===== src/rtl/hfp_pkg.sv =====
// ----------------------------------------------------------------------------
// hfp_pkg: shared definitions for the heartbeat frame parser
// Frame constants, register indexes, the CRC-16 byte update and the
// structs that pass between the collector and the top level.
// ----------------------------------------------------------------------------
package hfp_pkg;

  localparam logic [7:0]  SYNC_A        = 8'hA5;
  localparam logic [7:0]  SYNC_B        = 8'h5A;
  localparam logic [7:0]  PROTO_VERSION = 8'h01;
  localparam logic [15:0] CRC_INIT      = 16'hFFFF;
  localparam logic [15:0] CRC_POLY      = 16'h1021;

  localparam int CFG_INDEX_W = 1;
  localparam int CFG_DATA_W  = 8;

  localparam logic [CFG_INDEX_W-1:0] REG_HEARTBEAT_CODE   = 1'd0;
  localparam logic [CFG_INDEX_W-1:0] REG_ACKNOWLEDGE_CODE = 1'd1;

  localparam logic [7:0] HEARTBEAT_CODE_RST   = 8'h00;
  localparam logic [7:0] ACKNOWLEDGE_CODE_RST = 8'h01;

  // Byte positions within the 8-byte frame.
  localparam logic [2:0] POS_SYNC_A  = 3'd0;
  localparam logic [2:0] POS_SYNC_B  = 3'd1;
  localparam logic [2:0] POS_VERSION = 3'd2;
  localparam logic [2:0] POS_KIND    = 3'd3;
  localparam logic [2:0] POS_SEQ_LO  = 3'd4;
  localparam logic [2:0] POS_SEQ_HI  = 3'd5;
  localparam logic [2:0] POS_CRC_LO  = 3'd6;
  localparam logic [2:0] POS_CRC_HI  = 3'd7;

  // A frame that passed the sync, version and CRC checks.
  typedef struct packed {
    logic        done;
    logic [7:0]  kind;
    logic [15:0] sequence_num;
  } frame_t;

  typedef struct packed {
    logic hunting;
    logic at_last;
  } coll_status_t;

  typedef struct packed {
    logic [7:0]  kind;
    logic [15:0] sequence_num;
  } msg_t;

  // CRC-16/CCITT-FALSE, one byte, MSB first.
  function automatic logic [15:0] crc16_update(input logic [15:0] crc_in,
                                               input logic [7:0]  data);
    logic [15:0] c;
    c = crc_in ^ {data, 8'h00};
    for (int k = 0; k < 8; k++) begin
      if (c[15]) begin
        c = {c[14:0], 1'b0} ^ CRC_POLY;
      end else begin
        c = {c[14:0], 1'b0};
      end
    end
    return c;
  endfunction

endpackage


===== src/rtl/hfp_byte_if.sv =====
// ----------------------------------------------------------------------------
// hfp_byte_if: received byte channel
// Valid/ready channel that carries one received serial byte per beat.
// ----------------------------------------------------------------------------
interface hfp_byte_if;
  logic       valid;
  logic       ready;
  logic [7:0] rx_byte;

  modport source (output valid, output rx_byte, input ready);
  modport sink   (input valid, input rx_byte, output ready);
endinterface


===== src/rtl/hfp_msg_if.sv =====
// ----------------------------------------------------------------------------
// hfp_msg_if: decoded message channel
// Valid/ready channel that carries one validated message per beat.
// ----------------------------------------------------------------------------
interface hfp_msg_if;
  logic        valid;
  logic        ready;
  logic [7:0]  msg_kind;
  logic [15:0] msg_sequence;

  modport source (output valid, output msg_kind, output msg_sequence, input ready);
  modport sink   (input valid, input msg_kind, input msg_sequence, output ready);
endinterface


===== src/rtl/hfp_collector.sv =====
// ----------------------------------------------------------------------------
// hfp_collector: sync hunt and frame collection
// Tracks the position in the frame, keeps the fields and a running CRC,
// and flags a frame whose sync, version and CRC are all good.
// ----------------------------------------------------------------------------
module hfp_collector (
  input  logic                  clk,
  input  logic                  rst,
  input  logic                  byte_en,
  input  logic [7:0]            rx_byte,
  output hfp_pkg::frame_t       frame,
  output hfp_pkg::coll_status_t status
);
  import hfp_pkg::*;

  logic [2:0]  fill_count;
  logic [2:0]  fill_count_next;
  logic [15:0] crc;
  logic [15:0] crc_base;
  logic [7:0]  version;
  logic [7:0]  kind;
  logic [7:0]  seq_lo;
  logic [7:0]  seq_hi;
  logic [7:0]  crc_lo;

  // A new first sync byte restarts the CRC from its initial value.
  assign crc_base = ((fill_count == POS_SYNC_A) ||
                     ((fill_count == POS_SYNC_B) && (rx_byte != SYNC_B))) ?
                    CRC_INIT : crc;

  always_comb begin
    fill_count_next = fill_count;
    case (fill_count)
      POS_SYNC_A: begin
        if (rx_byte == SYNC_A) fill_count_next = POS_SYNC_B;
      end
      POS_SYNC_B: begin
        if (rx_byte == SYNC_B) begin
          fill_count_next = POS_VERSION;
        end else if (rx_byte == SYNC_A) begin
          fill_count_next = POS_SYNC_B;
        end else begin
          fill_count_next = POS_SYNC_A;
        end
      end
      default: fill_count_next = fill_count + 3'd1;
    endcase
  end

  always_ff @(posedge clk) begin
    if (rst) begin
      fill_count <= POS_SYNC_A;
    end else if (byte_en) begin
      fill_count <= fill_count_next;
    end
  end

  always_ff @(posedge clk) begin
    if (byte_en) begin
      if (fill_count < POS_CRC_LO) crc <= crc16_update(crc_base, rx_byte);
      if (fill_count == POS_VERSION) version <= rx_byte;
      if (fill_count == POS_KIND)    kind    <= rx_byte;
      if (fill_count == POS_SEQ_LO)  seq_lo  <= rx_byte;
      if (fill_count == POS_SEQ_HI)  seq_hi  <= rx_byte;
      if (fill_count == POS_CRC_LO)  crc_lo  <= rx_byte;
    end
  end

  assign frame.done = byte_en && (fill_count == POS_CRC_HI) &&
                      (version == PROTO_VERSION) && ({rx_byte, crc_lo} == crc);
  assign frame.kind         = kind;
  assign frame.sequence_num = {seq_hi, seq_lo};

  assign status.hunting = (fill_count == POS_SYNC_A);
  assign status.at_last = (fill_count == POS_CRC_HI);

endmodule


===== src/rtl/hfp_out_stage.sv =====
// ----------------------------------------------------------------------------
// hfp_out_stage: message result register
// Holds one message until the receiver takes it.
// ----------------------------------------------------------------------------
module hfp_out_stage (
  input  logic          clk,
  input  logic          rst,
  input  logic          load,
  input  hfp_pkg::msg_t data,
  hfp_msg_if.source     msg
);
  import hfp_pkg::*;

  logic valid;
  msg_t held;

  always_ff @(posedge clk) begin
    if (rst) begin
      valid <= 1'b0;
    end else if (load) begin
      valid <= 1'b1;
    end else if (msg.ready) begin
      valid <= 1'b0;
    end
  end

  always_ff @(posedge clk) begin
    if (load) held <= data;
  end

  assign msg.valid        = valid;
  assign msg.msg_kind     = held.kind;
  assign msg.msg_sequence = held.sequence_num;

endmodule


===== src/rtl/heartbeat_frame_parser.sv =====
// ----------------------------------------------------------------------------
// heartbeat_frame_parser: sync-word frame parser with CRC-16 check
// Hunts for the 0xA5 0x5A sync pair in a byte stream, collects 8-byte
// frames and passes on heartbeat and acknowledge messages.
// ----------------------------------------------------------------------------
// Usage:
// The rx channel takes one received byte per beat. The msg channel gives
// one beat per valid frame, carrying the kind byte and the 16-bit sequence
// number. A frame is passed on when its version is 1, its CRC-16/CCITT-FALSE
// (sent low byte first) matches bytes 0 to 5, and its kind equals one of the
// two configured codes. The codes are written through cfg_en, cfg_index and
// cfg_data while the parser is idle.
// Throughput is one byte per cycle while rx.ready is high. The message
// appears on msg in the cycle after the last frame byte is taken; the work
// per byte is the running CRC update of one byte and the final compares.
// Reset clears the collector to hunting, empties the result register and
// returns the codes to heartbeat 0x00 and acknowledge 0x01.
// While the receiver stalls a held message, bytes keep flowing in; only the
// last byte of a frame waits until the result register is free.
// ----------------------------------------------------------------------------
module heartbeat_frame_parser (
  input  logic                            clk,
  input  logic                            rst,
  hfp_byte_if.sink                        rx,
  hfp_msg_if.source                       msg,
  input  logic                            cfg_en,
  input  logic [hfp_pkg::CFG_INDEX_W-1:0] cfg_index,
  input  logic [hfp_pkg::CFG_DATA_W-1:0]  cfg_data
);
  import hfp_pkg::*;

  logic [7:0]   heartbeat_code;
  logic [7:0]   acknowledge_code;
  logic         byte_en;
  logic         kind_ok;
  frame_t       frame;
  coll_status_t status;
  msg_t         msg_data;

  // Configuration registers.
  always_ff @(posedge clk) begin
    if (rst) begin
      heartbeat_code   <= HEARTBEAT_CODE_RST;
      acknowledge_code <= ACKNOWLEDGE_CODE_RST;
    end else if (cfg_en) begin
      case (cfg_index)
        REG_HEARTBEAT_CODE:   heartbeat_code   <= cfg_data;
        REG_ACKNOWLEDGE_CODE: acknowledge_code <= cfg_data;
        default: ;
      endcase
    end
  end

  // Only the closing byte of a frame can produce a message, so it alone
  // waits on a stalled result register.
  assign rx.ready = !status.at_last || !msg.valid || msg.ready;
  assign byte_en  = rx.valid && rx.ready;

  hfp_collector u_collector (
    .clk     (clk),
    .rst     (rst),
    .byte_en (byte_en),
    .rx_byte (rx.rx_byte),
    .frame   (frame),
    .status  (status)
  );

  assign kind_ok = (frame.kind == heartbeat_code) || (frame.kind == acknowledge_code);
  assign msg_data.kind         = frame.kind;
  assign msg_data.sequence_num = frame.sequence_num;

  hfp_out_stage u_out_stage (
    .clk  (clk),
    .rst  (rst),
    .load (frame.done && kind_ok),
    .data (msg_data),
    .msg  (msg)
  );

  // A new message only follows the closing byte of a frame.
  a_msg_after_last: assert property (@(posedge clk) disable iff (rst)
    $rose(msg.valid) |-> $past(rx.valid && rx.ready && status.at_last))
    else $error("message raised without a closing frame byte");

  // The closing byte always returns the collector to hunting.
  a_hunt_after_frame: assert property (@(posedge clk) disable iff (rst)
    (rx.valid && rx.ready && status.at_last) |=> status.hunting)
    else $error("collector did not resume hunting after a frame");

  // While hunting, anything but the first sync byte is ignored.
  a_hunt_ignores: assert property (@(posedge clk) disable iff (rst)
    (rx.valid && rx.ready && status.hunting && (rx.rx_byte != SYNC_A))
      |=> status.hunting)
    else $error("collector left hunting without a sync byte");

endmodule


===== src/flat_wrapper.sv =====
// flat-port wrapper written by rule: the top's interface ports become plain ports
module heartbeat_frame_parser_flat import hfp_pkg::*;
  (clk, rst, cfg_en, cfg_index, cfg_data, rx_valid, rx_rx_byte, rx_ready, msg_valid, msg_msg_kind, msg_msg_sequence, msg_ready);
  hfp_byte_if rx_i ();
  hfp_msg_if msg_i ();
  input  logic clk;
  input  logic rst;
  input  logic cfg_en;
  input  logic [hfp_pkg::CFG_INDEX_W-1:0] cfg_index;
  input  logic [hfp_pkg::CFG_DATA_W-1:0] cfg_data;
  input wire logic [$bits(rx_i.valid)-1:0] rx_valid;
  input wire logic [$bits(rx_i.rx_byte)-1:0] rx_rx_byte;
  output wire logic [$bits(rx_i.ready)-1:0] rx_ready;
  output wire logic [$bits(msg_i.valid)-1:0] msg_valid;
  output wire logic [$bits(msg_i.msg_kind)-1:0] msg_msg_kind;
  output wire logic [$bits(msg_i.msg_sequence)-1:0] msg_msg_sequence;
  input wire logic [$bits(msg_i.ready)-1:0] msg_ready;
  assign rx_i.valid = rx_valid;
  assign rx_i.rx_byte = rx_rx_byte;
  assign rx_ready = rx_i.ready;
  assign msg_valid = msg_i.valid;
  assign msg_msg_kind = msg_i.msg_kind;
  assign msg_msg_sequence = msg_i.msg_sequence;
  assign msg_i.ready = msg_ready;
  heartbeat_frame_parser u_core (.clk(clk), .rst(rst), .rx(rx_i), .msg(msg_i), .cfg_en(cfg_en), .cfg_index(cfg_index), .cfg_data(cfg_data));
endmodule

===== config.mk =====
export PLATFORM = sky130hd
export DESIGN_NAME = heartbeat_frame_parser_flat
export DESIGN_NICKNAME = d
export VERILOG_FILES = /design/src/rtl/hfp_pkg.sv /design/src/rtl/hfp_byte_if.sv /design/src/rtl/hfp_msg_if.sv /design/src/rtl/hfp_collector.sv /design/src/rtl/hfp_out_stage.sv /design/src/rtl/heartbeat_frame_parser.sv /design/src/flat_wrapper.sv
export SDC_FILE = /design/constraint.sdc
export NUM_CORES = 1
export LEC_CHECK = 0
export BUFFER_PORTS_ARGS = -buffer_cell sky130_fd_sc_hd__buf_2
export CAP_MARGIN = 20
export CELL_PAD_IN_SITES_DETAIL_PLACEMENT = 1
export CELL_PAD_IN_SITES_GLOBAL_PLACEMENT = 2
export CORE_MARGIN = 4
export CORE_UTILIZATION = 44
export DETAILED_ROUTE_END_ITERATION = 10
export HOLD_SLACK_MARGIN = 0.02
export PLACE_DENSITY = 0.93
export SLEW_MARGIN = 20
export SYNTH_ARGS = -nofsm -noshare
export SYNTH_HDL_FRONTEND = slang
export SYNTH_SLANG_ARGS = --single-unit

===== constraint.sdc =====
create_clock -name clk -period 3.45 [get_ports clk]
set_input_delay 0.69 -clock clk [delete_from_list [all_inputs] [get_ports clk]]
set_output_delay 0.69 -clock clk [all_outputs]
set_load 0.005 [all_outputs]

==> Yosys cells after proc, flatten, opt, wreduce, memory -nomap -nowiden <==
Cells that the tools add are included.
{ "totals": {"ff_bits": 100, "latchBits": 0, "mem_bits_rw": 0, "rom_bits": 0, "input_bits": 22, "output_inout_bits": 26, "word_cells": 92, "mem_count": 0} }
{ "op_classes": {"addsub": 1, "n_mul": 0, "div": 0, "magnitude_cmp": 1, "n_eq_ne": 15, "n_shift": 0, "mux": 29, "bitwise": 10, "reduce_logical": 23} }
{ "op_table": {"columns": ["op", "count"], "rows": [
  ["two-way mux 16 bit", 15],
  ["two-way mux 13 bit", 8],
  ["NOT 3 bit", 8],
  ["AND reduction 2 bit", 9],
  ["== test 16 bit", 1],
  ["== test 8 bit", 2],
  ["XOR 16 bit", 1],
  ["== test 3 bit (second input constant)", 4],
  ["== test 8 x 1 -> 1 bit (second input constant)", 1],
  ["== test 8 x 7 -> 1 bit (second input constant)", 1],
  ["== test 8 bit (second input constant)", 1],
  ["inequality test 8 x 7 -> 1 bit (second input constant)", 1],
  ["== test 3 x 2 -> 1 bit (second input constant)", 2],
  ["logical AND 1 bit", 6],
  ["case mux 3 bit (2 select lines)", 1],
  ["logical OR 1 bit", 4],
  ["adder 3 x 1 -> 3 bit (second input constant)", 1],
  ["== test 3 x 1 -> 1 bit (second input constant)", 1],
  ["zero test 3 bit", 1],
  ["less-than comparator 3 bit (second input constant)", 1],
  ["two-way mux 1 bit", 3],
  ["two-way mux 3 bit", 1],
  ["zero test 1 bit", 2],
  ["two-way mux 2 bit", 1],
  ["3 further kinds", 3]
]} }

==> Longest topological paths before layout <==
{ "depth": {"depth_word": 35, "depth_mapped": 7} }

==> Modules after synthesis <==
From an unflattened synthesis, not the netlist that was laid out.
{ "unflattened": {"cells_unflattened": 326, "area_unflattened_um2": 4384.2} }
{ "modules_own_cells": {"columns": ["module", "n_inst", "cells_each", "area_per_inst_um2", "seq_area_each_um2"], "rows": [
  ["hfp_collector", 1, 202, 2840.2, 1741.7],
  ["heartbeat_frame_parser", 1, 96, 784.5, 320.3],
  ["hfp_out_stage", 1, 28, 759.5, 740.7]
]} }

==> Least setup slack after synthesis <==
Ideal clock, no wire load.
{ "synth_path": {"path_type": "input -> register", "start": "in rx_rx_byte[5]", "end": "reg u_core.u_out_stage.held (netlist bit u_core.u_out_stage.msg.msg_kind[0]), enable pin", "setup_time_ns": 0.383, "arrival_time_ns": 2.045, "required_time_ns": 3.067, "path_slack_ns": 1.022, "stages": 5, "cell_sequence": "buf_2 xnor2_1 nand4_1 nor4_1 and3_1"} }
{ "synth_between": {"elab_chain_len": 3} }
{ "synth_rtl": {"columns": ["item", "line_no", "text"], "rows": [
  ["start, declared", "flat_wrapper.sv:12", "input wire logic [$bits(rx_i.rx_byte)-1:0] rx_rx_byte;"],
  ["== test 16 bit", "hfp_collector.sv:70", "(version == PROTO_VERSION) && ({rx_byte, crc_lo} == crc);"],
  ["logical AND 1 bit", "hfp_collector.sv:70", null],
  ["logical AND 1 bit", "heartbeat_frame_parser.sv:75", ".load (frame.done && kind_ok),"],
  ["via u_core.u_out_stage.load", "hfp_out_stage.sv:8", "input logic load,"],
  ["end signal, assigned", "hfp_out_stage.sv:28", "if (load) held <= data;"],
  ["end, declared", "hfp_out_stage.sv:15", "msg_t held;"]
]} }
The timed path passes the listed nets, and every way through them passes these cells.
A chain may end at the register's enable or synchronous reset.

==> Worst setup path in the final report <==
{ "layout_path": {"start": "reg u_core.u_collector.fill_count[1]", "end": "out rx_ready"} }
{ "layout_between": {"elab_chain_len": 4} }
{ "layout_rtl": {"columns": ["item", "line_no", "text"], "rows": [
  ["start, declared", "hfp_collector.sv:16", "logic [2:0] fill_count;"],
  ["start signal, assigned", "hfp_collector.sv:54", "fill_count <= fill_count_next;"],
  ["== test 3 bit", "hfp_collector.sv:75", "assign status.at_last = (fill_count == POS_CRC_HI);"],
  ["zero test 1 bit", "heartbeat_frame_parser.sv:56", "assign rx.ready = !status.at_last || !msg.valid || msg.ready;"],
  ["logical OR 1 bit (2 in a row)", "heartbeat_frame_parser.sv:56", null],
  ["end, declared", "flat_wrapper.sv:13", "output wire logic [$bits(rx_i.ready)-1:0] rx_ready;"]
]} }
No other way between the ends.

==> flow_metrics.env <==
export IMPL_htree_levels=3
export IMPL_worstSetupPathType="flip-flop to output port"
export IMPL_fin_area_sq_um=4880
export IMPL_io_pins=48
export IMPL_cp_cell_sequence="ha_1 -> ha_1 -> nand3b_1 -> buf_2"
export IMPL_ys_ff_latch=100
export IMPL_required_ps=2760
export IMPL_cp_endpoint="rx_ready"
export IMPL_r2r_slack_ps=1170
export IMPL_syn_area_sq_um=4330
export IMPL_rr_endpoint="u_core.u_out_stage.msg.msg_sequence[7]"
export IMPL_status="complete, no violations"
export IMPL_ctsHoldBuffers=0
export IMPL_setup_viol=0
export IMPL_syn2layout_area_growth_pct=12.7
export IMPL_clk_path_buf_depth=2
export IMPL_crit_family="flip-flops"
export IMPL_ys_seq_area_share_pct=64.7
export IMPL_core_sq_um=9420
export IMPL_vias=2658
export IMPL_reg2regPathDepth=7
export IMPL_cap_violations=0
export IMPL_cp_start_kind="flip-flop"
export IMPL_syn_avg_cell_area_sq_um=13.5
export IMPL_start_util_pct=46.0
export IMPL_track_usage_pct=17.9
export IMPL_worst_path_stages=4
export IMPL_nNetsFinal=393
export IMPL_slew_headroom_pct=59.8
export IMPL_rsz0062_at_grt="no"
export IMPL_root_buffer="clkbuf_8"
export IMPL_layout_common_cells="edfxtp_1, xnor2_1, buf_2"
export IMPL_antenna_found_initial=0
export IMPL_async_reset_ff_share_pct=0
export IMPL_synth_edff_count=80
export IMPL_worst_path_most_repeated_cell="ha_1"
export IMPL_ant_nets=0
export IMPL_reg2reg_from="u_core.u_collector.fill_count[1]"
export IMPL_ys_flop_type="edfxtp_1"
export IMPL_ff_latch_area_sq_um=2800
export IMPL_firstDrtPassIters=4
export IMPL_via_per_inst=5.33
export IMPL_place_area_sq_um=4670
export IMPL_drive_gt1_share_pct=20.8
export IMPL_p_per_area_nw_per_um2=663
export IMPL_diodes=0
export IMPL_drc=0
export IMPL_critPathArrivalTime_ps=1620
export IMPL_post_route_period_util_pct=66.9
export IMPL_die_area_sq_um=11500
export IMPL_fin_skew_ps=21.1
export IMPL_hold_start="u_core.u_collector.seq_lo[0]"
export IMPL_nFillCells=964
export IMPL_max_freq_ghz=0.433
export IMPL_clkPwrFrac_pct=24.6
export IMPL_fin_setup_tns_ps=0
export IMPL_io_buffers=47
export IMPL_yosysWarnings=0
export IMPL_cts_resized=0
export IMPL_synthCells=321
export IMPL_grt_pass1_vias=2894
export IMPL_drtIter0Drc=166
export IMPL_synth_area_leaders="edfxtp_1, xnor2_1, dfxtp_1"
export IMPL_final_util_pct=51.9
export IMPL_multiInputGateArea_sq_um=1430
export IMPL_critPathSlowestCell="dfxtp_1"
export IMPL_die_width_microns=107
export IMPL_synth_nets=349
export IMPL_finalHoldViolCount=0
export IMPL_num_rows=35
export IMPL_gp_congestion=0.807
export IMPL_routedWlPerCell_microns=19.6
export IMPL_p_seq_share_pct=48.7
export IMPL_crit_buf_inv=1
export IMPL_routed_wl_mm=9.77
export IMPL_crit_path_start="u_core.u_collector.fill_count[1]"
export IMPL_crit_fanout=5
export IMPL_post_cts_buffers=0
export IMPL_p_leak_nw=1.63
export IMPL_path_clk_slew_ps=100
export IMPL_ir_drop_uv=332
export IMPL_overflow=0
export IMPL_worst_slew_pin_slew_ps=602
export IMPL_max_stage_delay_ps=430
export IMPL_cts_tree="built"
export IMPL_layout_commonest_cell="edfxtp_1"
export IMPL_switching_power_mw=1.05
export IMPL_hold_path_class="flip-flop to flip-flop"
export IMPL_dp_hpwl_mm=7.13
export IMPL_pwr_share_comb_pct=26.8
export IMPL_worst_setup_path_end_kind="output port"
export IMPL_die_h_microns=107
export IMPL_ys_types=38
export IMPL_swShare_pct=32.4
export IMPL_numCtsBuffers=9
export IMPL_yosysTopAreaCell="edfxtp_1"
export IMPL_p_int_mw=2.19
export IMPL_clock_sinks=100
export IMPL_finalCriticalPeriod_ps=2310
export IMPL_synth_top_area_share_pct=55.5
export IMPL_clk_insertion_delay_late_ps=370
export IMPL_slew_viol_final=0
export IMPL_grt_max_degree=25
export IMPL_grt_pass1_wl_mm=15.5
## routing by layer
metal	up-vias	global-route usage, %	wire, microns
li1	1240	-	-
met4	0	5.39	174
met2	74	32.1	5180
met1	1330	21.6	4050
met5	-	0	0
met3	14	3.61	359
## worst reg2reg max path: cells and delay by family, from the launching register on
kind | cells | cell delay (ps)
simple gates | 4 | 820
flops | 1 | 370
fa+ha+maj | 2 | 470
buf+inv | 1 | 310
## synthesized netlist by cell type (3+ instances only)
cell	n
xnor2_1	58
xor2_1	14
edfxtp_1	80
nor2_1	4
nor4_1	3
inv_1	4
nor3_1	9
nand2_1	27
nor2b_1	4
nor3_2	8
nand3_1	13
and3_1	6
ha_1	6
nand4_1	11
dfxtp_1	20
clkbuf_1	10
buf_2	3
a21oi_1	17
## stage by stage
| stage | worst slack (ps) | power, mW | std cells | hold WS [ps] |
|---|---|---|---|---|
| after floorplan | 1020 | 2.27 | 321 | 400 |
| after global placement | 1110 | 2.43 | 483 | 402 |
| after detailed placement | 952 | 2.47 | 483 | 406 |
| after CTS | 1140 | 3.26 | 499 | 430 |
| after global routing | 1010 | 3.42 | 499 | 445 |
| final | 1140 | 3.24 | 499 | 424 |
## worst min-delay path by stage
stage	end	slack (ps)	cells after the start
5_1_grt	u_core.u_out_stage.msg.msg_sequence[12]	440	0
4_1_cts	u_core.u_out_stage.msg.msg_sequence[0]	430	0
3_3_place_gp	u_core.u_out_stage.msg.msg_sequence[2]	400	0
6_report	u_core.u_out_stage.msg.msg_sequence[0]	420	0
3_5_place_dp	u_core.u_out_stage.msg.msg_sequence[2]	410	0
2_1_floorplan	u_core.u_out_stage.msg.msg_sequence[0]	400	0
## cell families after synthesis
group           count (synthesis)  synth area share, %
flops                         100                 64.7
simple gates                   95                 12.8
xor+xnor                       72                 14.6
compound gates                 27                 3.93
buf+inv                        21                 2.31
fa+ha+maj                       6                 1.73
## sequential cells by signal, indices dropped and copies added, names as in the netlist
register                             flops
u_core.acknowledge_code                  8
u_core.heartbeat_code                    8
u_core.u_collector.crc                  16
u_core.u_collector.crc_lo                8
u_core.u_collector.fill_count            3
u_core.u_collector.kind                  8
u_core.u_collector.seq_hi                8
u_core.u_collector.seq_lo                8
u_core.u_collector.version               8
u_core.u_out_stage.msg.msg_kind          8
u_core.u_out_stage.msg.msg_sequence     16
u_core.u_out_stage.msg.valid             1
## power groups by stage
stage	sequential [mW]	clock, mW	combinational [mW]
2_1_floorplan	1.55	0	0.723
3_3_place_gp	1.60	0	0.833
3_5_place_dp	1.61	0	0.862
4_1_cts	1.58	0.808	0.873
5_1_grt	1.59	0.868	0.957
6_report	1.58	0.796	0.867
## layout make-up
| type | instances | area share, % |
|---|---|---|
| clock buffers | 9 | 2.54 |
| clock inverters | 7 | 1.92 |
| inverters | 4 | 0.307 |
| multi-input cells | 200 | 29.3 |
| flip-flops and latches | 100 | 57.4 |
| well taps | 129 | 3.31 |
| repair buffers | 50 | 5.28 |
Note: power is estimated with default switching activity, not from simulation.
